==> src/rtl/c_subset_lexer_macros.svh <==
// Assertion helpers used by the lexer top level.
`ifndef C_SUBSET_LEXER_MACROS_SVH
`define C_SUBSET_LEXER_MACROS_SVH

// Same-cycle implication, checked outside reset.
`define CLX_ASSERT_SAME(label, clk, rst_n, ante, cons, msg) \
  label: assert property (@(posedge clk) disable iff (!rst_n) (ante) |-> (cons)) \
    else $error(msg);

// Next-cycle implication, checked outside reset.
`define CLX_ASSERT_NEXT(label, clk, rst_n, ante, cons, msg) \
  label: assert property (@(posedge clk) disable iff (!rst_n) (ante) |=> (cons)) \
    else $error(msg);

`endif

==> src/rtl/clx_pkg.sv <==
package clx_pkg;

  // Token classes as carried in a result beat
  typedef enum logic [2:0] {
    TOK_KEYWORD  = 3'd0,
    TOK_CONSTANT = 3'd1,
    TOK_IDENT    = 3'd2,
    TOK_OPERATOR = 3'd3,
    TOK_HEADER   = 3'd4,
    TOK_STRING   = 3'd5,
    TOK_SPECIAL  = 3'd6,
    TOK_CHARLIT  = 3'd7
  } tok_class_t;

  localparam logic [3:0]  NOT_KEYWORD = 4'd9;
  localparam logic [15:0] LEN_MAX     = 16'hFFFF;

  // Result queue: room for one beat's worth of records plus slack
  localparam int QUEUE_DEPTH = 4;

  // Characters with a meaning of their own
  localparam logic [7:0] CH_NEWLINE = 8'h0A;
  localparam logic [7:0] CH_HASH    = 8'h23;
  localparam logic [7:0] CH_DQUOTE  = 8'h22;
  localparam logic [7:0] CH_SQUOTE  = 8'h27;
  localparam logic [7:0] CH_DOT     = 8'h2E;
  localparam logic [7:0] CH_USCORE  = 8'h5F;

  // Keyword table, zero padded to the longest keyword
  localparam int KW_COUNT   = 9;
  localparam int KW_MAX_LEN = 6;
  localparam logic [7:0] KW_TEXT [KW_COUNT][KW_MAX_LEN] = '{
    '{"i", "n", "t", 8'h00, 8'h00, 8'h00},
    '{"f", "l", "o", "a", "t", 8'h00},
    '{"d", "o", "u", "b", "l", "e"},
    '{"c", "h", "a", "r", 8'h00, 8'h00},
    '{"i", "f", 8'h00, 8'h00, 8'h00, 8'h00},
    '{"w", "h", "i", "l", "e", 8'h00},
    '{"e", "l", "s", "e", 8'h00, 8'h00},
    '{"p", "r", "i", "n", "t", "f"},
    '{"r", "e", "t", "u", "r", "n"}
  };
  localparam logic [2:0] KW_LEN [KW_COUNT] = '{3'd3, 3'd5, 3'd6, 3'd4, 3'd2,
                                              3'd5, 3'd4, 3'd6, 3'd6};

  typedef struct packed {
    logic [7:0] in_byte;
    logic       end_of_input;
  } in_t;

  typedef struct packed {
    tok_class_t  token_class;
    logic [3:0]  keyword_id;
    logic [15:0] start_pos;
    logic [15:0] token_length;
    logic [7:0]  symbol_byte;
    logic        last_of_run;
  } out_t;

  // Records handed together, in the same cycle, from the lexer core to the result queue
  typedef struct packed {
    logic [1:0] count;
    out_t       rec0;
    out_t       rec1;
  } push_t;

  typedef struct packed {
    logic [2:0] fill;
  } q_stat_t;

  function automatic logic is_digit(input logic [7:0] b);
    return (b >= "0") && (b <= "9");
  endfunction

  function automatic logic is_word_byte(input logic [7:0] b);
    return is_digit(b) || ((b >= "a") && (b <= "z")) || ((b >= "A") && (b <= "Z")) ||
           (b == CH_USCORE);
  endfunction

  function automatic logic is_operator(input logic [7:0] b);
    logic hit;
    unique case (b)
      "+", "-", "*", "/", "%", "<", ">", "=", "!", "&", "|": hit = 1'b1;
      default: hit = 1'b0;
    endcase
    return hit;
  endfunction

  function automatic logic is_special(input logic [7:0] b);
    logic hit;
    unique case (b)
      "(", ")", "[", "]", "{", "}", ",", ";": hit = 1'b1;
      default: hit = 1'b0;
    endcase
    return hit;
  endfunction

  function automatic out_t make_rec(input tok_class_t cls, input logic [3:0] kw,
                                    input logic [15:0] start, input logic [15:0] len,
                                    input logic [7:0] sym);
    out_t r;
    r.token_class  = cls;
    r.keyword_id   = kw;
    r.start_pos    = start;
    r.token_length = len;
    r.symbol_byte  = sym;
    r.last_of_run  = 1'b0;
    return r;
  endfunction

endpackage

==> src/rtl/clx_core.sv <==
module clx_core #(
  parameter int POSITION_BITS = 16,
  parameter int KEYWORD_CHARS = 6
) (
  input  logic           clk,
  input  logic           rst_n,
  input  logic           fire,
  input  clx_pkg::in_t   beat,
  output clx_pkg::push_t push
);

  localparam int KC_IDX_W = $clog2(KEYWORD_CHARS);

  typedef enum logic [2:0] {
    MODE_IDLE,
    MODE_WORD,
    MODE_HEADER,
    MODE_STRING,
    MODE_CHAR
  } mode_t;

  mode_t                    mode_r, mode_nxt;
  logic [POSITION_BITS-1:0] pos_r, pos_nxt;
  logic [POSITION_BITS-1:0] start_r, start_nxt;
  logic [15:0]              len_r, len_nxt;
  logic                     dot_r, dot_nxt;
  logic [7:0]               kw_chars_r [KEYWORD_CHARS];

  logic                kw_we;
  logic [KC_IDX_W-1:0] kw_wa;
  logic [7:0]          b;
  logic [15:0]         len_grow;
  logic                kw_hit;
  logic [3:0]          kw_idx;
  clx_pkg::out_t       word_rec;
  logic                lead_vld, tail_vld;
  clx_pkg::out_t       lead_rec, tail_rec;

  assign b        = beat.in_byte;
  assign len_grow = (len_r == clx_pkg::LEN_MAX) ? len_r : len_r + 16'd1;

  // Keyword compare against the stored leading characters, all entries in parallel
  always_comb begin
    logic mism;
    kw_hit = 1'b0;
    kw_idx = clx_pkg::NOT_KEYWORD;
    for (int i = clx_pkg::KW_COUNT - 1; i >= 0; i--) begin
      mism = (len_r != 16'(clx_pkg::KW_LEN[i]));
      for (int j = 0; j < clx_pkg::KW_MAX_LEN; j++) begin
        if ((j < int'(clx_pkg::KW_LEN[i])) && (kw_chars_r[j] != clx_pkg::KW_TEXT[i][j]))
          mism = 1'b1;
      end
      if (!mism) begin
        kw_hit = 1'b1;
        kw_idx = 4'(i);
      end
    end
  end

  // Finished word: keyword, constant or identifier
  always_comb begin
    if (kw_hit)
      word_rec = clx_pkg::make_rec(clx_pkg::TOK_KEYWORD, kw_idx, 16'(start_r), len_r, 8'h00);
    else if (clx_pkg::is_digit(kw_chars_r[0]))
      word_rec = clx_pkg::make_rec(clx_pkg::TOK_CONSTANT, clx_pkg::NOT_KEYWORD,
                                   16'(start_r), len_r, 8'h00);
    else
      word_rec = clx_pkg::make_rec(clx_pkg::TOK_IDENT, clx_pkg::NOT_KEYWORD,
                                   16'(start_r), len_r, 8'h00);
  end

  // Next-state and record selection for the accepted beat
  always_comb begin
    logic idle_pass;
    mode_nxt  = mode_r;
    pos_nxt   = pos_r;
    start_nxt = start_r;
    len_nxt   = len_r;
    dot_nxt   = dot_r;
    kw_we     = 1'b0;
    kw_wa     = len_r[KC_IDX_W-1:0];
    lead_vld  = 1'b0;
    tail_vld  = 1'b0;
    lead_rec  = word_rec;
    tail_rec  = word_rec;
    idle_pass = 1'b0;
    if (fire) begin
      if (beat.end_of_input) begin
        // flush whatever token is open; position holds
        mode_nxt = MODE_IDLE;
        unique case (mode_r)
          MODE_WORD: lead_vld = 1'b1;
          MODE_HEADER: begin
            lead_vld = 1'b1;
            lead_rec = clx_pkg::make_rec(clx_pkg::TOK_HEADER, clx_pkg::NOT_KEYWORD,
                                         16'(start_r), len_r, 8'h00);
          end
          MODE_STRING: begin
            lead_vld = 1'b1;
            lead_rec = clx_pkg::make_rec(clx_pkg::TOK_STRING, clx_pkg::NOT_KEYWORD,
                                         16'(start_r), len_r, 8'h00);
          end
          MODE_CHAR: begin
            lead_vld = 1'b1;
            lead_rec = clx_pkg::make_rec(clx_pkg::TOK_CHARLIT, clx_pkg::NOT_KEYWORD,
                                         16'(start_r), len_r, 8'h00);
          end
          default: lead_vld = 1'b0;
        endcase
      end else begin
        pos_nxt = pos_r + POSITION_BITS'(1);
        unique case (mode_r)
          MODE_HEADER: begin
            if (b == clx_pkg::CH_NEWLINE) begin
              lead_vld = 1'b1;
              lead_rec = clx_pkg::make_rec(clx_pkg::TOK_HEADER, clx_pkg::NOT_KEYWORD,
                                           16'(start_r), len_r, 8'h00);
              mode_nxt = MODE_IDLE;
            end else begin
              len_nxt = len_grow;
            end
          end
          MODE_STRING: begin
            len_nxt = len_grow;
            if (b == clx_pkg::CH_DQUOTE) begin
              lead_vld = 1'b1;
              lead_rec = clx_pkg::make_rec(clx_pkg::TOK_STRING, clx_pkg::NOT_KEYWORD,
                                           16'(start_r), len_grow, 8'h00);
              mode_nxt = MODE_IDLE;
            end
          end
          MODE_CHAR: begin
            len_nxt = len_grow;
            if (b == clx_pkg::CH_SQUOTE) begin
              lead_vld = 1'b1;
              lead_rec = clx_pkg::make_rec(clx_pkg::TOK_CHARLIT, clx_pkg::NOT_KEYWORD,
                                           16'(start_r), len_grow, 8'h00);
              mode_nxt = MODE_IDLE;
            end
          end
          MODE_WORD: begin
            if (clx_pkg::is_word_byte(b) || ((b == clx_pkg::CH_DOT) && !dot_r)) begin
              kw_we   = (len_r < 16'(KEYWORD_CHARS));
              dot_nxt = dot_r || (b == clx_pkg::CH_DOT);
              len_nxt = len_grow;
            end else begin
              // word ends; the byte is then seen as in idle
              lead_vld  = 1'b1;
              mode_nxt  = MODE_IDLE;
              idle_pass = 1'b1;
            end
          end
          default: idle_pass = 1'b1;
        endcase

        if (idle_pass) begin
          if (clx_pkg::is_word_byte(b)) begin
            mode_nxt  = MODE_WORD;
            start_nxt = pos_r;
            len_nxt   = 16'd1;
            dot_nxt   = 1'b0;
            kw_we     = 1'b1;
            kw_wa     = '0;
          end else if (clx_pkg::is_operator(b)) begin
            tail_vld = 1'b1;
            tail_rec = clx_pkg::make_rec(clx_pkg::TOK_OPERATOR, clx_pkg::NOT_KEYWORD,
                                         16'(pos_r), 16'd1, b);
          end else if (b == clx_pkg::CH_HASH) begin
            mode_nxt  = MODE_HEADER;
            start_nxt = pos_r;
            len_nxt   = 16'd1;
            dot_nxt   = 1'b0;
          end else if (b == clx_pkg::CH_DQUOTE) begin
            mode_nxt  = MODE_STRING;
            start_nxt = pos_r;
            len_nxt   = 16'd1;
            dot_nxt   = 1'b0;
          end else if (clx_pkg::is_special(b)) begin
            tail_vld = 1'b1;
            tail_rec = clx_pkg::make_rec(clx_pkg::TOK_SPECIAL, clx_pkg::NOT_KEYWORD,
                                         16'(pos_r), 16'd1, b);
          end else if (b == clx_pkg::CH_SQUOTE) begin
            mode_nxt  = MODE_CHAR;
            start_nxt = pos_r;
            len_nxt   = 16'd1;
            dot_nxt   = 1'b0;
          end
        end
      end
    end
  end

  // Pack records in order and mark the last one of the beat
  always_comb begin
    push = '0;
    if (lead_vld) begin
      push.rec0             = lead_rec;
      push.rec1             = tail_rec;
      push.count            = tail_vld ? 2'd2 : 2'd1;
      push.rec0.last_of_run = !tail_vld;
      push.rec1.last_of_run = 1'b1;
    end else if (tail_vld) begin
      push.rec0             = tail_rec;
      push.rec0.last_of_run = 1'b1;
      push.count            = 2'd1;
    end
  end

  // Lexer state; the character store has no reset
  always_ff @(posedge clk) begin
    if (!rst_n) begin
      mode_r  <= MODE_IDLE;
      pos_r   <= '0;
      start_r <= '0;
      len_r   <= '0;
      dot_r   <= 1'b0;
    end else begin
      mode_r  <= mode_nxt;
      pos_r   <= pos_nxt;
      start_r <= start_nxt;
      len_r   <= len_nxt;
      dot_r   <= dot_nxt;
      if (kw_we)
        kw_chars_r[kw_wa] <= b;
    end
  end

endmodule

==> src/rtl/clx_outq.sv <==
module clx_outq (
  input  logic              clk,
  input  logic              rst_n,
  input  clx_pkg::push_t    push,
  input  logic              out_ready,
  output logic              out_valid,
  output clx_pkg::out_t     out_data,
  output logic              room,
  output clx_pkg::q_stat_t  stat
);

  localparam int PTR_W = $clog2(clx_pkg::QUEUE_DEPTH);
  localparam int CNT_W = $clog2(clx_pkg::QUEUE_DEPTH + 1);

  clx_pkg::out_t    q_r [clx_pkg::QUEUE_DEPTH];
  logic [PTR_W-1:0] wr_r, wr_nxt;
  logic [PTR_W-1:0] rd_r, rd_nxt;
  logic [CNT_W-1:0] cnt_r, cnt_nxt;
  logic [PTR_W-1:0] wr_next_slot;
  logic             pop;

  assign out_valid    = (cnt_r != '0);
  assign out_data     = q_r[rd_r];
  assign pop          = out_valid && out_ready;
  // take a beat only when two records fit
  assign room         = (cnt_r <= CNT_W'(clx_pkg::QUEUE_DEPTH - 2));
  assign stat.fill    = 3'(cnt_r);
  assign wr_next_slot = wr_r + PTR_W'(1);

  always_comb begin
    wr_nxt  = wr_r + PTR_W'(push.count);
    rd_nxt  = pop ? rd_r + PTR_W'(1) : rd_r;
    cnt_nxt = cnt_r + CNT_W'(push.count) - CNT_W'(pop);
  end

  // Pointers and fill count
  always_ff @(posedge clk) begin
    if (!rst_n) begin
      wr_r  <= '0;
      rd_r  <= '0;
      cnt_r <= '0;
    end else begin
      wr_r  <= wr_nxt;
      rd_r  <= rd_nxt;
      cnt_r <= cnt_nxt;
    end
  end

  // Record storage
  always_ff @(posedge clk) begin
    if (push.count != 2'd0)
      q_r[wr_r] <= push.rec0;
    if (push.count == 2'd2)
      q_r[wr_next_slot] <= push.rec1;
  end

endmodule

==> src/rtl/c_subset_lexer.sv <==
// Channel  Ports                         Beat
// -------  ----------------------------  ---------------------------------
// input    in_valid, in_ready, in_data   one source byte or end-of-input
// result   out_valid, out_ready, out_data one token record
//
// One input beat is taken per cycle while in_ready is high; each beat yields
// zero, one or two records. A beat is decoded in the cycle it is taken and its
// records sit in a four-entry result queue that drains one record per cycle
// while out_ready is high. in_ready drops while fewer than two entries are
// free, so only runs of two-record beats or a stalled result side slow the input.
// rst_n is synchronous; after reset the lexer is idle at position zero.
`include "c_subset_lexer_macros.svh"

module c_subset_lexer #(
  parameter int POSITION_BITS = 16,
  parameter int KEYWORD_CHARS = 6
) (
  input  logic          clk,
  input  logic          rst_n,
  input  logic          in_valid,
  output logic          in_ready,
  input  clx_pkg::in_t  in_data,
  output logic          out_valid,
  input  logic          out_ready,
  output clx_pkg::out_t out_data
);

  logic             in_fire;
  clx_pkg::push_t   push;
  clx_pkg::q_stat_t q_stat;

  assign in_fire = in_valid && in_ready;

  // Byte decode and lexer state
  clx_core #(
    .POSITION_BITS(POSITION_BITS),
    .KEYWORD_CHARS(KEYWORD_CHARS)
  ) u_core (
    .clk  (clk),
    .rst_n(rst_n),
    .fire (in_fire),
    .beat (in_data),
    .push (push)
  );

  // Result queue
  clx_outq u_outq (
    .clk      (clk),
    .rst_n    (rst_n),
    .push     (push),
    .out_ready(out_ready),
    .out_valid(out_valid),
    .out_data (out_data),
    .room     (in_ready),
    .stat     (q_stat)
  );

  // Checks
  `CLX_ASSERT_SAME(a_push_on_fire, clk, rst_n, push.count != 2'd0, in_fire, "records pushed without an input beat")
  `CLX_ASSERT_SAME(a_pair_not_eoi, clk, rst_n, push.count == 2'd2, !in_data.end_of_input, "end of input gave two records")
  `CLX_ASSERT_SAME(a_fill_bound, clk, rst_n, 1'b1, q_stat.fill <= 3'(clx_pkg::QUEUE_DEPTH), "result queue overfilled")
  `CLX_ASSERT_NEXT(a_run_follows, clk, rst_n, out_valid && out_ready && !out_data.last_of_run, out_valid, "record run cut short")

endmodule

==> config.mk <==
export PLATFORM = sky130hd
export DESIGN_NAME = c_subset_lexer
export DESIGN_NICKNAME = d
export VERILOG_FILES = /design/src/rtl/clx_pkg.sv /design/src/rtl/clx_core.sv /design/src/rtl/clx_outq.sv /design/src/rtl/c_subset_lexer.sv
export VERILOG_INCLUDE_DIRS = /design/src /design/src/rtl
export SDC_FILE = /design/constraint.sdc
export NUM_CORES = 1
export LEC_CHECK = 0
export BUFFER_PORTS_ARGS = -buffer_cell sky130_fd_sc_hd__buf_2
export CAP_MARGIN = 5
export CELL_PAD_IN_SITES_DETAIL_PLACEMENT = 1
export CELL_PAD_IN_SITES_GLOBAL_PLACEMENT = 1
export CORE_UTILIZATION = 57
export CTS_BUF_LIST = sky130_fd_sc_hd__clkbuf_4
export CTS_CLUSTER_SIZE = 12
export DETAILED_ROUTE_END_ITERATION = 8
export PLACE_DENSITY_LB_ADDON = 0.2
export SLEW_MARGIN = 40
export SYNTH_ARGS = -nofsm -noshare
export SYNTH_HDL_FRONTEND = slang
export SYNTH_SLANG_ARGS = --single-unit
==> constraint.sdc <==
create_clock -name clk -period 22.6 [get_ports clk]
set_clock_uncertainty 0.1 [all_clocks]
set_input_delay 4.52 -clock clk [delete_from_list [all_inputs] [get_ports clk]]
set_output_delay 4.52 -clock clk [all_outputs]
set_load 0.03 [all_outputs]
[After elaboration in Yosys (flattened, before gate mapping)]
Memory sizes are Yosys's and may differ from the RTL's. A register that Yosys moved wholly into a read port is not among the register bits.
Cells that the tools add are included.
Storage, ports and cells
  output and inout port bits: 50
  memories: 2
  input port bits: 13
  flip-flop bits (word level): 59
  RAM bits: 240
Memory list
  u_outq.q_r: words 4, bits a word 48, rd ports 1, clocked after Yosys merged registers in 1, write ports 2, line clx_outq.sv:15  | clx_pkg::out_t q_r [clx_pkg::QUEUE_DEPTH];
  u_core.kw_chars_r: words 6, bits a word 8, rd ports 6, clocked after Yosys merged registers in 0, write ports 1, line clx_core.sv:27  | logic [7:0] kw_chars_r [KEYWORD_CHARS];
Cells by class
  $lt $le $gt $ge: 10
  mux-type cells: 170
  reductions and logical operators: 24
  add/sub/neg operators: 7
  bitwise logic cells: 1
  equal/unequal tests: 73
Operator list (number)
  2-to-1 mux 48 bit: 15
  one-hot mux 48 bit (3 select lines): 2
  inequality test 8 x 7 -> 1 bit (second input constant): 35
  2-to-1 mux 16 bit: 16
  equality test 8 x 6 -> 1 bit (second input constant): 18
  2-to-1 mux 1 bit: 103
  2-to-1 mux 50 bit: 1
  2-to-1 mux 49 bit: 1
  equality test 8 x 7 -> 1 bit (second input constant): 6
  2-to-1 mux 3 bit: 16
  inequality test 16 x 3 -> 1 bit (second input constant): 3
  one-hot mux 16 bit (3 select lines): 1
  2-to-1 mux 47 bit: 1
  adder 16 x 1 -> 16 bit (second input constant): 2
  2-to-1 mux 4 bit: 8
  inequality test 16 x 2 -> 1 bit (second input constant): 2
  equality test 16 bit (second input constant): 1
  >= comparator 8 x 6 -> 1 bit (second input constant): 2
  >= comparator 8 x 7 -> 1 bit (second input constant): 2
  <= comparator 8 x 6 -> 1 bit (second input constant): 2
  <= comparator 8 x 7 -> 1 bit (second input constant): 2
  < comparator 16 x 3 -> 1 bit (second input constant): 1
  one-hot mux 3 bit (4 select lines): 1
  OR reduction 11 bit: 1
  28 further kinds: 43

[Longest topological paths before layout]
Gate-level depths: netlist (run 1).
  word-level depth: 31
  gate-level depth with buffers: 18
  depth with buffers taken out: 13

[By module]
From an unflattened synthesis (run 1), not the netlist that was laid out.
Second synthesis, totals
  cell total of the unflattened synthesis: 1317
  area total of the unflattened synthesis: 16279.4 µm²
By module, submodules not included
  clx_outq: instances 1, sequential area each 5945.7 µm², cells each 511, area each 9726.8 µm²
  clx_core: instances 1, sequential area each 2482.4 µm², cells each 805, area each 6546.3 µm²
  c_subset_lexer: instances 1, sequential area each 0.0 µm², cells each 1, area each 6.3 µm²

[Worst setup path before layout (run 1)]
No wires, ideal clock.
  kind: input to register
  start point: in in_data[5] (netlist name)
  end point: mem u_outq.q_r[3][0] (netlist name) (enable)
  slack: 11.871 ns
  stages on the path: 12
  data arrival time: 10.106 ns
  library setup time: 0.523 ns
  cell sequence: or3b_1 or3_1 buf_2 o211ai_2 a31o_4 nand2_4 inv_2 buf_4 buf_2 ha_1 nor2_1 nor3b_1
RTL lines
  from (decl): line c_subset_lexer.sv:22  | input clx_pkg::in_t in_data,
  to (decl): line clx_outq.sv:15

==> run summary, run 1 <==
### Status
* outcome: completed

### Clock tree
* total number of H-tree levels: 3
* clk_lat worst skew: 740 ps
* post-cts gate resize count: 0
* setup bufs post-CTS: 0
* CTS tree: done
* Clock Path Buffers: 3
* CTS Sinks: 301
* root buffer selected by CTS: sky130_fd_sc_hd__clkbuf_4
* CTS Buf Count: 79
* clock-pin slew reported for the worst setup and hold paths after clock tree synthesis: 60 ps
* number of hold buffers added after CTS: 0

### Synthesis
* fraction of the mapped netlist area in compound gates: 13.64%
* number of flops mapped to enable cells by yosys: 240
* synthesized cell area: 15,750 um^2
* xor/xnor cell area share of the yosys netlist: 1.994%
* synthesized flop and latch total: 301
* Warnings, synthesis: 0
* share of synthesized cell area in full adder, half adder and majority cells: 1.081%
* mean cell area of the mapped netlist: 11.84 um^2
* post-synthesis async set-or-reset flop share: 0%
* multiplexer share of the synthesized area: 9.591%
* Netlist cell types: 90
* fraction of the mapped netlist area in simple logic gates: 15.78%
* Top FF cell, synth: sky130_fd_sc_hd__edfxtp_1
* combinational family with the most area after synthesis: simple AND/OR/NAND/NOR gates
* part of the Yosys area used for sequential elements: 53.52%
* number of cells produced by synthesis: 1,330

### Power
* Power Density: 78.23 nW/um^2
* Leakage Power: 6.079 nW
* peak ir drop on the vdd network: 0.06574 mV
* Power Total: 0.001354 W
* register share of total power: 45.3%
* switching fraction of total power: 29.37%
* net switching power: 0.0003977 W
* power share of the combinational group: 16.6%
* total internal power: 0.0009564 W
* clock network fraction of design power: 38.2%

### Flow run
* MaxCap Viol Count: 0

### Critical path
* Data required, critical path: 22,840 ps
* launch point of the critical path: in_data[6]
* CP top delay family: simple AND/OR/NAND/NOR gates
* number of cells on the critical path: 11
* capture instance of the worst register-to-register path: u_outq.q_r[1][1]$_DFFE_PP_
* Critical Path AT: 8980 ps
* CP endpoint: u_outq.q_r[0][41]$_DFFE_PP_
* number of cells on the worst reg-to-reg path: 13
* Worst Path Max Fanout: 67
* worst reg2reg path startpoint: u_core.mode_r[0]$_SDFFE_PN0P_
* element type at the critical path start: input pin
* cell with the largest stage delay on the worst path: sky130_fd_sc_hd__buf_4
* Bufs and invs on worst path: 3
* kind of end point of the critical path: register
* max incr delay on CP: 680 ps
* cell chain of the critical path: buf_2, or3b_1, or3_1, o211ai_2, a31o_4, nand2_4, inv_4, ha_1, nand3_1, o31ai_4, buf_4
* type of the setup path with the least slack: input pin to register
* reg2reg setup slack: 16,830 ps

### STA
* normalized max-slew margin: 42.61%
* RSZ-0062 raised after global routing: false
* number of slew-limit violations in the final report: 0
* Worst Tran Pin Value: 859.0 ps
* final worst setup slack: 13,850 ps
* final setup TNS: 0 ps
* number of failing setup endpoints in the final timing report: 0
* crit share post-route: 38.71%
* peak clock frequency supported by timing: 114.3 MHz
* crit path time final: 8748 ps
* count of final hold-check violations: 0

### Layout
* commonest cells after routing, fill and taps aside: 240 x sky130_fd_sc_hd__edfxtp_1, 120 x sky130_fd_sc_hd__clkbuf_4, 86 x sky130_fd_sc_hd__nand2_1
* most common cell after layout, fill and taps aside: sky130_fd_sc_hd__edfxtp_1
* Post-layout nets: 1,404
* area added between synthesis and finish: 9.925%
* Finished Core Util: 64.05%
* fraction of layout cells with a size suffix above 1: 22.28%

### Die
* starting density of the core: 58.26%
* number of ports placed on the die boundary: 63
* die footprint: 28,290 um^2
* row count: 60
* die outline width: 168.2 um
* placeable core area: 27,030 um^2
* vertical extent of the die: 168.2 um

### GRT
* largest net degree at the start of global routing: 81
* global-route wire length before repair: 72,360 um
* antenna violations before repair: 2
* number of global-route vias before repair: 12,630
* overflow left after global routing: 0
* global-route usage over all layers: 33.68%

### Detailed routing
* number of routed nets with antenna violations: 0
* first-pass iteration count of the detailed router: 5
* vias after detailed routing: 12,130
* number of DRC markers after the initial detailed-route iteration: 1,208
* Via density: 6.783
* remaining design rule violation count: 0
* total wirelength of the detailed-routed design: 46,930 um
* drt wl/cell: 26.25 um

### Placement
* worst-case setup slack after placement: 13,130 ps
* RePlAce Congestion: 0.8858
* total of buffers placed on input and output ports: 62
* half-perimeter wire length after detailed placement: 29,650 um

### Min path
* Worst Hold Class: register to register

==> layer usage <==
metal | GRT usage [%] | vias up | wire (um)
met5 | 0 | - | 0
met4 | 16.60 | 0 | 1706
met3 | 7.029 | 134 | 3606
met2 | 53.26 | 552 | 22350
met1 | 44.42 | 6100 | 19270
li1 | - | 5342 | -
==> logic make-up (layout without fill, tap and decap cells) <==
group,after synthesis,count (layout)
xor gates and xnor gates,35,35
adders and majority gates,13,13
other,1,6
and+or+nand+nor,447,447
muxes,90,90
AOI/OAI and AO/OA,301,301
DFF,301,301
buffers and inverters,142,254
==> final cells by class <==
class / count / area (um^2)
antenna: 2 / 5.005
clock buffer: 120 / 900.9
clock inverter: 28 / 192.7
fill: 2780 / 9717
inverter: 21 / 93.84
multi-input combinational: 890 / 6741
sequential: 301 / 8433
tap: 341 / 426.7
timing repair buffer: 85 / 515.5
==> power by group through the flow <==
stage	combinational, W	sequential [W]	clock, W
6_report	0.000224	0.000613	0.000517
5_1_grt	0.000237	0.000614	0.000547
4_1_cts	0.000225	0.000613	0.000523
3_5_place_dp	0.000223	0.000625	0
3_3_place_gp	0.000193	0.000643	0
2_1_floorplan	0.000147	0.000617	0
==> worst register-to-register path: stages, from the launching register on <==
cell	delay (ps)
sky130_fd_sc_hd__dfxtp_1	740
sky130_fd_sc_hd__nor2_1	240
sky130_fd_sc_hd__xnor2_2	590
sky130_fd_sc_hd__o21ai_0	340
sky130_fd_sc_hd__o21ai_2	330
sky130_fd_sc_hd__or2_2	180
sky130_fd_sc_hd__buf_6	520
sky130_fd_sc_hd__clkinv_8	320
sky130_fd_sc_hd__ha_1	330
sky130_fd_sc_hd__nor2b_1	190
sky130_fd_sc_hd__nand2_1	510
sky130_fd_sc_hd__o21ai_1	270
sky130_fd_sc_hd__a21oi_4	750
sky130_fd_sc_hd__and2_1	250
==> cells in the mapped netlist (7+ instances only) <==
cell | number | area share, %
sky130_fd_sc_hd__edfxtp_1 | 240 | 46
sky130_fd_sc_hd__nand2_1 | 86 | 2.1
sky130_fd_sc_hd__nor2_1 | 86 | 2.1
sky130_fd_sc_hd__clkbuf_1 | 66 | 1.6
sky130_fd_sc_hd__a22o_1 | 64 | 3.6
sky130_fd_sc_hd__dfxtp_1 | 61 | 7.8
sky130_fd_sc_hd__nand4_1 | 61 | 2.4
sky130_fd_sc_hd__a21oi_1 | 55 | 1.7
sky130_fd_sc_hd__mux4_2 | 48 | 6.9
sky130_fd_sc_hd__o21ai_1 | 46 | 1.5
sky130_fd_sc_hd__and2_1 | 37 | 1.5
sky130_fd_sc_hd__mux2i_1 | 35 | 2.2
sky130_fd_sc_hd__nand3_1 | 33 | 1.0
sky130_fd_sc_hd__o21ai_0 | 28 | 0.89
sky130_fd_sc_hd__buf_2 | 27 | 0.86
sky130_fd_sc_hd__nor3_1 | 27 | 0.86
sky130_fd_sc_hd__xnor2_1 | 19 | 1.1
sky130_fd_sc_hd__a211oi_1 | 18 | 0.86
sky130_fd_sc_hd__and3_1 | 18 | 0.72
sky130_fd_sc_hd__inv_1 | 18 | 0.43
sky130_fd_sc_hd__xor2_1 | 15 | 0.83
sky130_fd_sc_hd__nor4_1 | 14 | 0.56
sky130_fd_sc_hd__a31oi_1 | 12 | 0.48
sky130_fd_sc_hd__ha_1 | 12 | 0.95
sky130_fd_sc_hd__buf_6 | 11 | 0.79
sky130_fd_sc_hd__buf_1 | 10 | 0.24
sky130_fd_sc_hd__nor4b_1 | 10 | 0.56
sky130_fd_sc_hd__nor3b_1 | 9 | 0.43
sky130_fd_sc_hd__nor2b_1 | 8 | 0.32
sky130_fd_sc_hd__o211ai_1 | 8 | 0.38
sky130_fd_sc_hd__buf_4 | 7 | 0.33
sky130_fd_sc_hd__mux2_2 | 7 | 0.50
sky130_fd_sc_hd__nand3b_1 | 7 | 0.33
sky130_fd_sc_hd__or3_1 | 7 | 0.28
==> registers in the layout, summed over array words and instances, names as in the netlist, named ones only <==
| name | flops |
|---|---|
| u_core.kw_chars_r | 48 |
| u_core.len_r | 16 |
| u_outq.rd_r | 2 |
| u_core.start_r | 16 |
| u_outq.wr_r | 2 |
| u_core.dot_r | 1 |
| u_outq.stat | 3 |
| u_outq.q_r | 192 |
| u_core.mode_r | 3 |
| u_core.pos_r | 16 |
==> metrics by stage <==
| step | std cells | hold slack, ps | area (um^2) |
|---|---|---|---|
| 4_1_cts | 1786 | 441.3 | 17290 |
| 3_5_place_dp | 1638 | 427.3 | 16190 |
| 3_3_place_gp | 1634 | 400.3 | 16090 |
| 6_report | 1788 | 437.5 | 17310 |
| 2_1_floorplan | 1333 | 384.7 | 15760 |
| 5_1_grt | 1787 | 463.6 | 17310 |
==> worst min path at each step <==
| stage | start | end | slack [ps] | cells after the start |
|---|---|---|---|---|
| 2_1_floorplan | u_outq.rd_r[1]$_SDFFE_PN0P_ | register | 380 | 2 |
| 3_3_place_gp | u_outq.rd_r[1]$_SDFFE_PN0P_ | register | 400 | 2 |
| 3_5_place_dp | u_core.dot_r$_SDFFE_PN0P_ | u_core.dot_r$_SDFFE_PN0P_ | 430 | 2 |
| 4_1_cts | u_core.dot_r$_SDFFE_PN0P_ | u_core.dot_r$_SDFFE_PN0P_ | 440 | 2 |
| 5_1_grt | u_core.dot_r$_SDFFE_PN0P_ | u_core.dot_r$_SDFFE_PN0P_ | 460 | 2 |
| 6_report | u_core.dot_r$_SDFFE_PN0P_ | u_core.dot_r$_SDFFE_PN0P_ | 440 | 2 |
(Power assumes the default switching activity.)
==> inputs of run 2 (changes only) <==
--- a/config.mk
+++ b/config.mk
@@ -6,11 +6,12 @@
 export SDC_FILE = /design/constraint.sdc
 export NUM_CORES = 1
 export LEC_CHECK = 0
+export ABC_AREA = 1
 export BUFFER_PORTS_ARGS = -buffer_cell sky130_fd_sc_hd__buf_2
 export CAP_MARGIN = 5
 export CELL_PAD_IN_SITES_DETAIL_PLACEMENT = 1
 export CELL_PAD_IN_SITES_GLOBAL_PLACEMENT = 1
-export CORE_UTILIZATION = 57
+export CORE_UTILIZATION = 49
 export CTS_BUF_LIST = sky130_fd_sc_hd__clkbuf_4
 export CTS_CLUSTER_SIZE = 12
 export DETAILED_ROUTE_END_ITERATION = 8
==> constraint.sdc (replaced) <==
create_clock -name clk -period 8.1 [get_ports clk]
set_clock_uncertainty 0.1 [all_clocks]
set_input_delay 1.62 -clock clk [delete_from_list [all_inputs] [get_ports clk]]
set_output_delay 1.62 -clock clk [all_outputs]
set_load 0.03 [all_outputs]
==> run 2 against run 1 <==
Net effect:
- worst setup slack worse by 11000 ps
- routed wire length rose by 8.6%
- sequential share of layout area down 1.4 points
- first-iteration DRC count shrank 12%
- clock power increased to 2.6 times the previous value
- largest power group unchanged
==> run summary, run 2 <==
### Layout
* register bank with the most flops: u_outq.q_r
* number of flip-flops in the largest register: 192, unchanged
* Layout Cell Area excl Fill: 17,820 um^2, +3.0%
* final-layout fill cell count: 4,024, +45%
* most common cell after layout, fill and taps aside: sky130_fd_sc_hd__nand2_1
* fraction of layout cells with a size suffix above 1: 12.89%, -9.4 points
* area added between synthesis and finish: 10.21%
* Post-layout nets: 2,091, +49%
* largest registers: u_outq.q_r (192), u_core.kw_chars_r (48)
* commonest cells after routing, fill and taps aside: 489 x sky130_fd_sc_hd__nand2_1, 262 x sky130_fd_sc_hd__nor2_1, 240 x sky130_fd_sc_hd__edfxtp_1

### Synthesis
* synthesized cell area: 16,170 um^2, +2.7%
* most repeated cell in the gate-level netlist after synthesis: sky130_fd_sc_hd__nand2_1
* number of flops mapped to enable cells by yosys: 240, unchanged
* Warnings, synthesis: 0, unchanged
* area leader, netlist: sky130_fd_sc_hd__edfxtp_1
* top cells by instance count after synthesis: 491 x sky130_fd_sc_hd__nand2_1, 268 x sky130_fd_sc_hd__nor2_1, 240 x sky130_fd_sc_hd__edfxtp_1, 205 x sky130_fd_sc_hd__o21ai_0, 138 x sky130_fd_sc_hd__inv_1
* post-synthesis async set-or-reset flop share: 0%, unchanged
* Synth area leaders: sky130_fd_sc_hd__edfxtp_1 45%, sky130_fd_sc_hd__nand2_1 11%, sky130_fd_sc_hd__dfxtp_1 7.6%
* part of the Yosys area used for sequential elements: 52.12%, -1.4 points
* mean cell area of the mapped netlist: 8.066 um^2, -32%
* synthesized flop and latch total: 301, unchanged
* number of cells produced by synthesis: 2,005, +51%
* Top FF cell, synth: sky130_fd_sc_hd__edfxtp_1
* Netlist cell types: 49, -46%
* proportion of netlist area held by the largest area contributor: 44.56%, -1.2 points

### GRT
* overflow left after global routing: 0, unchanged
* global-route usage over all layers: 30.90%, -2.8 points
* global-route wire length before repair: 80,310 um, +11%
* antenna violations before repair: 1, -1
* number of global-route vias before repair: 14,960, +18%
* largest net degree at the start of global routing: 97, +20%

### Critical path
* Critical Path AT: 5880 ps, -3100 ps
* Worst Path Max Fanout: 45, -33%
* element type at the critical path start: input pin
* kind of end point of the critical path: register
* type of the setup path with the least slack: input pin to register
* Data required, critical path: 8370 ps, -14,470 ps

### STA
* count of final hold-check violations: 0, unchanged
* peak clock frequency supported by timing: 178.4 MHz
* final worst setup slack: 2494 ps, -11,360 ps
* final setup TNS: 0 ps, unchanged
* crit share post-route: 69.22%
* Post-Route Hold Slack: 375.7 ps, -61.73 ps
* normalized max-slew margin: 46.14%, +3.5 points
* Worst Tran Pin Value: 807.9 ps, -51.02 ps
* crit path time final: 5606 ps
* number of slew-limit violations in the final report: 0, unchanged
* RSZ-0062 raised after global routing: false
* number of failing setup endpoints in the final timing report: 0, unchanged

### Die
* placeable core area: 32,540 um^2, +20%
* row count: 66, +10%
* starting density of the core: 49.70%, -8.6 points
* vertical extent of the die: 183.7 um, +9.2%
* die outline width: 183.7 um, +9.2%
* number of ports placed on the die boundary: 63, unchanged
* die footprint: 33,730 um^2, +19%

### Power
* peak ir drop on the vdd network: 0.1829 mV, +180%
* Power Density: 213.6 nW/um^2, +170%
* Leakage Power: 6.410 nW, +5.5%

### Clock tree
* CTS Buf Count: 80, +1.3%
* Clock Path Buffers: 3, unchanged
* CTS tree: done
* CTS Sinks: 301, unchanged
* post-cts gate resize count: 0, unchanged
* clk_lat worst skew: 770 ps, +30 ps
* setup bufs post-CTS: 0, unchanged
* root buffer selected by CTS: sky130_fd_sc_hd__clkbuf_4
* total number of H-tree levels: 3, unchanged
* clock-pin slew reported for the worst setup and hold paths after clock tree synthesis: 60 ps, about the same
* number of hold buffers added after CTS: 0, unchanged

### Detailed routing
* remaining design rule violation count: 0, unchanged
* total wirelength of the detailed-routed design: 50,950 um, +8.6%
* number of DRC markers after the initial detailed-route iteration: 1,065, -12%
* drt wl/cell: 19.84 um, -24%
* Via density: 5.660, -17%
* vias after detailed routing: 14,540, +20%
* number of routed nets with antenna violations: 0, unchanged
* first-pass iteration count of the detailed router: 5, unchanged

### Placement
* worst-case setup slack after placement: 1497 ps, -11,640 ps
* total of buffers placed on input and output ports: 62, unchanged
* half-perimeter wire length after detailed placement: 35,330 um, +19%
* RePlAce Congestion: 0.9230, +4.2%
* total placed instance area: 16,810 um^2, +3.8%

### Status
* outcome: completed

### Min path
* Worst Hold Class: register to register

### Flow run
* MaxCap Viol Count: 0, unchanged

-- run 2: cell types whose count changed in the layout (fill, tap and decap cells not counted), sizes merged, moves of 37 or more --
cell	change
nand2	+409
o21ai	+266
nor2	+193
inv	+130
a22o	-63
nand3	+63
mux4	-48
o22ai	+44
and2	-37
nand4	-37
-- run 2: worst paths after layout --
kind	from	end	slack, ps	depth (start not counted)
max reg2reg	u_outq.stat[2]$_SDFF_PN0_	u_outq.q_r[3][13]$_DFFE_PP_	3080	14
min	u_outq.rd_r[0]$_SDFFE_PN0P_	register	380	1
min reg2reg	u_outq.rd_r[0]$_SDFFE_PN0P_	register	380	1
max	in_data[4]	u_outq.q_r[3][13]$_DFFE_PP_	2490	19
-- run 2: logic make-up after synthesis --
| family | share of synthesized area (%) |
|---|---|
| buffers and inverters | 6.460 |
| XOR/XNOR | 0.7041 |
| other | 0.02319 |
| flip-flops | 52.12 |
| AND/OR/NAND/NOR | 24.20 |
| adder cells (fa/ha/maj) | 1.052 |
| AO/OA/AOI/OAI | 15.44 |
-- run 2: layout make-up --
class	count	area [um^2]	area share, %
clock buffers	117	878.3	4.928
flip-flops and latches	301	8429	47.29
clock inverters	25	131.4	0.7371
diodes	1	2.502	0.01404
repair buffers	82	464.2	2.604
multi-input cells	1443	6775	38.01
inverters	157	589.3	3.306
well taps	442	553.0	3.103
-- run 2: where the power goes --
| group | switching [W] | internal [W] | total, W |
|---|---|---|---|
| registers | 0.0000341 | 0.00168 | 0.00172 |
| clock network | 0.000655 | 0.000694 | 0.00135 |
| logic | 0.000553 | 0.000189 | 0.000742 |
-- run 2: per-layer routing --
metal  wire [um]  track usage (%)  vias up  part of all wire, %
li1            -                -     6975                    -
met1       23110            41.90     7063                   45
met2       23200            48.58      411                   46
met3        3466            6.953       87                  6.8
met4        1168            11.00        0                  2.3
met5           0                0        -                    0
-- run 2: worst max-delay path, cell delays in order --
cell and delay (ps):
sky130_fd_sc_hd__buf_2 260, sky130_fd_sc_hd__nand2_1 170, sky130_fd_sc_hd__nand2_1 100, sky130_fd_sc_hd__a21oi_1 40, sky130_fd_sc_hd__o21ai_1 140, sky130_fd_sc_hd__nand2_1 60, sky130_fd_sc_hd__nand2_1 120, sky130_fd_sc_hd__nand3_1 230
sky130_fd_sc_hd__nand2_4 180, sky130_fd_sc_hd__nand2_2 90, sky130_fd_sc_hd__a21oi_4 610, sky130_fd_sc_hd__ha_1 280, sky130_fd_sc_hd__inv_1 100, sky130_fd_sc_hd__nor2_2 110, sky130_fd_sc_hd__buf_4 360, sky130_fd_sc_hd__clkinv_1 140
sky130_fd_sc_hd__buf_4 290, sky130_fd_sc_hd__o21ai_4 370, sky130_fd_sc_hd__buf_4 500
-- run 2: per-stage QoR --
| stage | utilization (%) | cells | power, W |
|---|---|---|---|
| detailed placement | 51.66 | 2425 | 0.002487 |
| global route | 54.78 | 2568 | 0.003971 |
| CTS | 54.76 | 2567 | 0.003836 |
| floorplan | - | 2008 | 0.002264 |
| global placement | 51.63 | 2425 | 0.002458 |
| finish | 54.78 | 2568 | 0.003806 |
==> inputs of run 3 (changes only) <==
--- a/config.mk
+++ b/config.mk
@@ -6,12 +6,12 @@
 export SDC_FILE = /design/constraint.sdc
 export NUM_CORES = 1
 export LEC_CHECK = 0
-export ABC_AREA = 1
+export ABC_AREA = 0
 export BUFFER_PORTS_ARGS = -buffer_cell sky130_fd_sc_hd__buf_2
 export CAP_MARGIN = 5
 export CELL_PAD_IN_SITES_DETAIL_PLACEMENT = 1
 export CELL_PAD_IN_SITES_GLOBAL_PLACEMENT = 1
-export CORE_UTILIZATION = 49
+export CORE_UTILIZATION = 53
 export CTS_BUF_LIST = sky130_fd_sc_hd__clkbuf_4
 export CTS_CLUSTER_SIZE = 12
 export DETAILED_ROUTE_END_ITERATION = 8
==> constraint.sdc (replaced) <==
create_clock -name clk -period 5.22 [get_ports clk]
set_clock_uncertainty 0.1 [all_clocks]
set_input_delay 1.044 -clock clk [delete_from_list [all_inputs] [get_ports clk]]
set_output_delay 1.044 -clock clk [all_outputs]
set_load 0.03 [all_outputs]
==> run 3 against run 2 <==
Net effect:
- sequential power rose by 56%
- critical path depth fell by 5
- sequential cell count did not move
- utilization rose by 5.7 points
- first-iteration DRC count fell by 4.8%
- die area fell by 9.9%
- global-route usage fell by 0.45 points
- combinational power rose by 12%
- worst setup slack got worse by 1500 ps
- final cell count fell by 28%
- clock-buffer cell count fell by 7
- cell area fell by 1.9%
- largest power group unchanged
==> run summary, run 3 (same netlist as run 1, synthesis figures left out) <==
### Placement
* half-perimeter wire length after detailed placement: 30,460 um, -14%
* total placed instance area: 16,490 um^2, -1.9%
* total of buffers placed on input and output ports: 62, unchanged
* Cell Count Post-Placement: 1,713, -29%
* RePlAce Congestion: 0.8502, -7.9%

### Detailed routing
* remaining design rule violation count: 0, unchanged
* first-pass iteration count of the detailed router: 5, unchanged
* Via density: 6.481, +14%
* number of routed nets with antenna violations: 0, unchanged
* drt wl/cell: 24.48 um, +23%
* number of DRC markers after the initial detailed-route iteration: 1,014, -4.8%
* total wirelength of the detailed-routed design: 45,290 um, -11%
* vias after detailed routing: 11,990, -18%

### Layout
* number of standard cells in the layout, taps in and fillers out: 1,850, -28%
* commonest cells after routing, fill and taps aside: 240 x sky130_fd_sc_hd__edfxtp_1, 110 x sky130_fd_sc_hd__clkbuf_4, 86 x sky130_fd_sc_hd__nand2_1
* largest registers: u_outq.q_r (192), u_core.kw_chars_r (48)
* fraction of layout cells with a size suffix above 1: 23.21%, +10 points
* number of flip-flops in the largest register: 192, unchanged
* Post-layout nets: 1,433, -31%
* most common cell after layout, fill and taps aside: sky130_fd_sc_hd__edfxtp_1
* register bank with the most flops: u_outq.q_r
* Layout Cell Area excl Fill: 17,490 um^2, -1.9%
* final-layout fill cell count: 3,008, -25%
* area added between synthesis and finish: 11.07%

### Die
* starting density of the core: 54.42%, +4.7 points
* vertical extent of the die: 174.4 um, -5.1%
* number of ports placed on the die boundary: 63, unchanged
* die outline width: 174.4 um, -5.1%
* die footprint: 30,400 um^2, -9.9%
* placeable core area: 28,940 um^2, -11%
* row count: 62, -6.1%

### GRT
* overflow left after global routing: 0, unchanged
* antenna violations before repair: 1, unchanged
* largest net degree at the start of global routing: 76, -22%
* global-route usage over all layers: 30.45%, -0.45 points
* number of global-route vias before repair: 12,300, -18%
* global-route wire length before repair: 70,980 um, -12%

### Critical path
* Data required, critical path: 5730 ps, -2640 ps
* type of the setup path with the least slack: register to register
* element type at the critical path start: register
* number of cells on the critical path: 14, -5
* max incr delay on CP: 560 ps, -50 ps
* cell chain of the critical path: nor3b_2, o21ai_0, a211oi_4, o21ai_2, or2_2, clkinv_8, buf_4, ha_1, inv_1, ha_1, fa_1, xnor2_1, xnor2_1, nor2_1
* Worst Path Max Fanout: 18, -60%
* Critical Path AT: 4710 ps, -1170 ps
* number of cells on the worst reg-to-reg path: 14, unchanged
* kind of end point of the critical path: register
* cell with the largest stage delay on the worst path: sky130_fd_sc_hd__nor3b_2
* Bufs and invs on worst path: 3, -3
* CP top delay family: adder cells

### Clock tree
* CTS tree: done
* clock-pin slew reported for the worst setup and hold paths after clock tree synthesis: 70 ps, about the same
* clk_lat worst skew: 730 ps, -40 ps
* Clock Path Buffers: 3, unchanged
* post-cts gate resize count: 0, unchanged
* CTS Sinks: 301, unchanged
* setup bufs post-CTS: 0, unchanged
* number of hold buffers added after CTS: 0, unchanged
* root buffer selected by CTS: sky130_fd_sc_hd__clkbuf_4
* total number of H-tree levels: 3, unchanged
* CTS Buf Count: 76, -5.0%

### STA
* RSZ-0062 raised after global routing: false
* number of failing setup endpoints in the final timing report: 0, unchanged
* final setup TNS: 0 ps, unchanged
* peak clock frequency supported by timing: 238.1 MHz
* crit path time final: 4199 ps
* crit share post-route: 80.45%
* number of slew-limit violations in the final report: 0, unchanged
* count of final hold-check violations: 0, unchanged
* Worst Tran Pin Value: 822.8 ps, +14.87 ps
* normalized max-slew margin: 45.03%, -1.1 points

### Power
* Power Density: 317.9 nW/um^2, +49%
* peak ir drop on the vdd network: 0.2223 mV, +22%
* Leakage Power: 6.238 nW, -2.7%

### Flow run
* MaxCap Viol Count: 0, unchanged

### Min path
* depth of the worst hold-timing path: 2, +1
* Worst Hold Class: register to register

### Status
* outcome: completed

-- run 3: cell types whose count changed in the layout (fill, tap and decap cells not counted), sizes merged, moves of 44 or more --
cell and delta:
nand3 -63, o22ai -44, nand2 -409, nor2 -193, a22o +63, mux4 +48
o21ai -266, inv -130
-- run 3: through the flow --
step                      util, %  worst slack (ps)  power, W  hold slack, ps
after global routing        60.44             850.6  0.005769           479.7
after detailed placement    57.00             355.1  0.003581           407.5
final                       60.44              1021  0.005560           421.1
after CTS                   60.41              1048  0.005616           426.7
after global placement      56.85             385.4  0.003537           401.6
after floorplan                 -            -532.7  0.003308           384.7
-- run 3: where the power goes --
| group | leakage, nW | internal, W | switching (W) |
|---|---|---|---|
| Clock | 0.575 | 0.00103 | 0.00101 |
| Combinational | 2.81 | 0.000329 | 0.000502 |
| Sequential | 2.85 | 0.00260 | 0.0000807 |
-- run 3: path summary, 6_finish.rpt --
| check | start | slack (ps) | endpoint |
|---|---|---|---|
| min | u_outq.rd_r[1]$_SDFFE_PN0P_ | 420 | register |
| max | u_core.mode_r[2]$_SDFFE_PN0P_ | 1020 | u_outq.stat[2]$_SDFF_PN0_ |
| min reg2reg | u_outq.rd_r[1]$_SDFFE_PN0P_ | 420 | register |
| max reg2reg | u_core.mode_r[2]$_SDFFE_PN0P_ | 1020 | u_outq.stat[2]$_SDFF_PN0_ |
-- run 3: area by class of cell --
type / instances / area, um^2 / area share, %
Antenna cell: 1 / 2.502 / 0.01431
Timing Repair Buffer: 117 / 760.7 / 4.350
Inverter: 21 / 91.34 / 0.5222
Clock inverter: 26 / 161.4 / 0.9229
Multi-Input combinational cell: 890 / 6730 / 38.48
Sequential cell: 301 / 8437 / 48.24
Tap cell: 384 / 480.5 / 2.747
Clock buffer: 110 / 825.8 / 4.722
-- run 3: layer usage --
metal | vias up | part of all wire [%] | GRT usage [%]
met5 | - | 0 | 0
met3 | 72 | 7.6 | 5.906
li1 | 5364 | - | -
met1 | 6057 | 43 | 41.83
met4 | 0 | 2.2 | 10.60
met2 | 497 | 47 | 48.37
-- run 3: worst reg2reg max path: cells and delay by family, from the launching register on --
family / cells / cell delay [ps]
DFF: 1 / 530
and+or+nand+nor: 3 / 1000
buffers and inverters: 3 / 380
AOI/OAI and AO/OA: 3 / 690
adders and majority gates: 3 / 1040
xor gates and xnor gates: 2 / 350
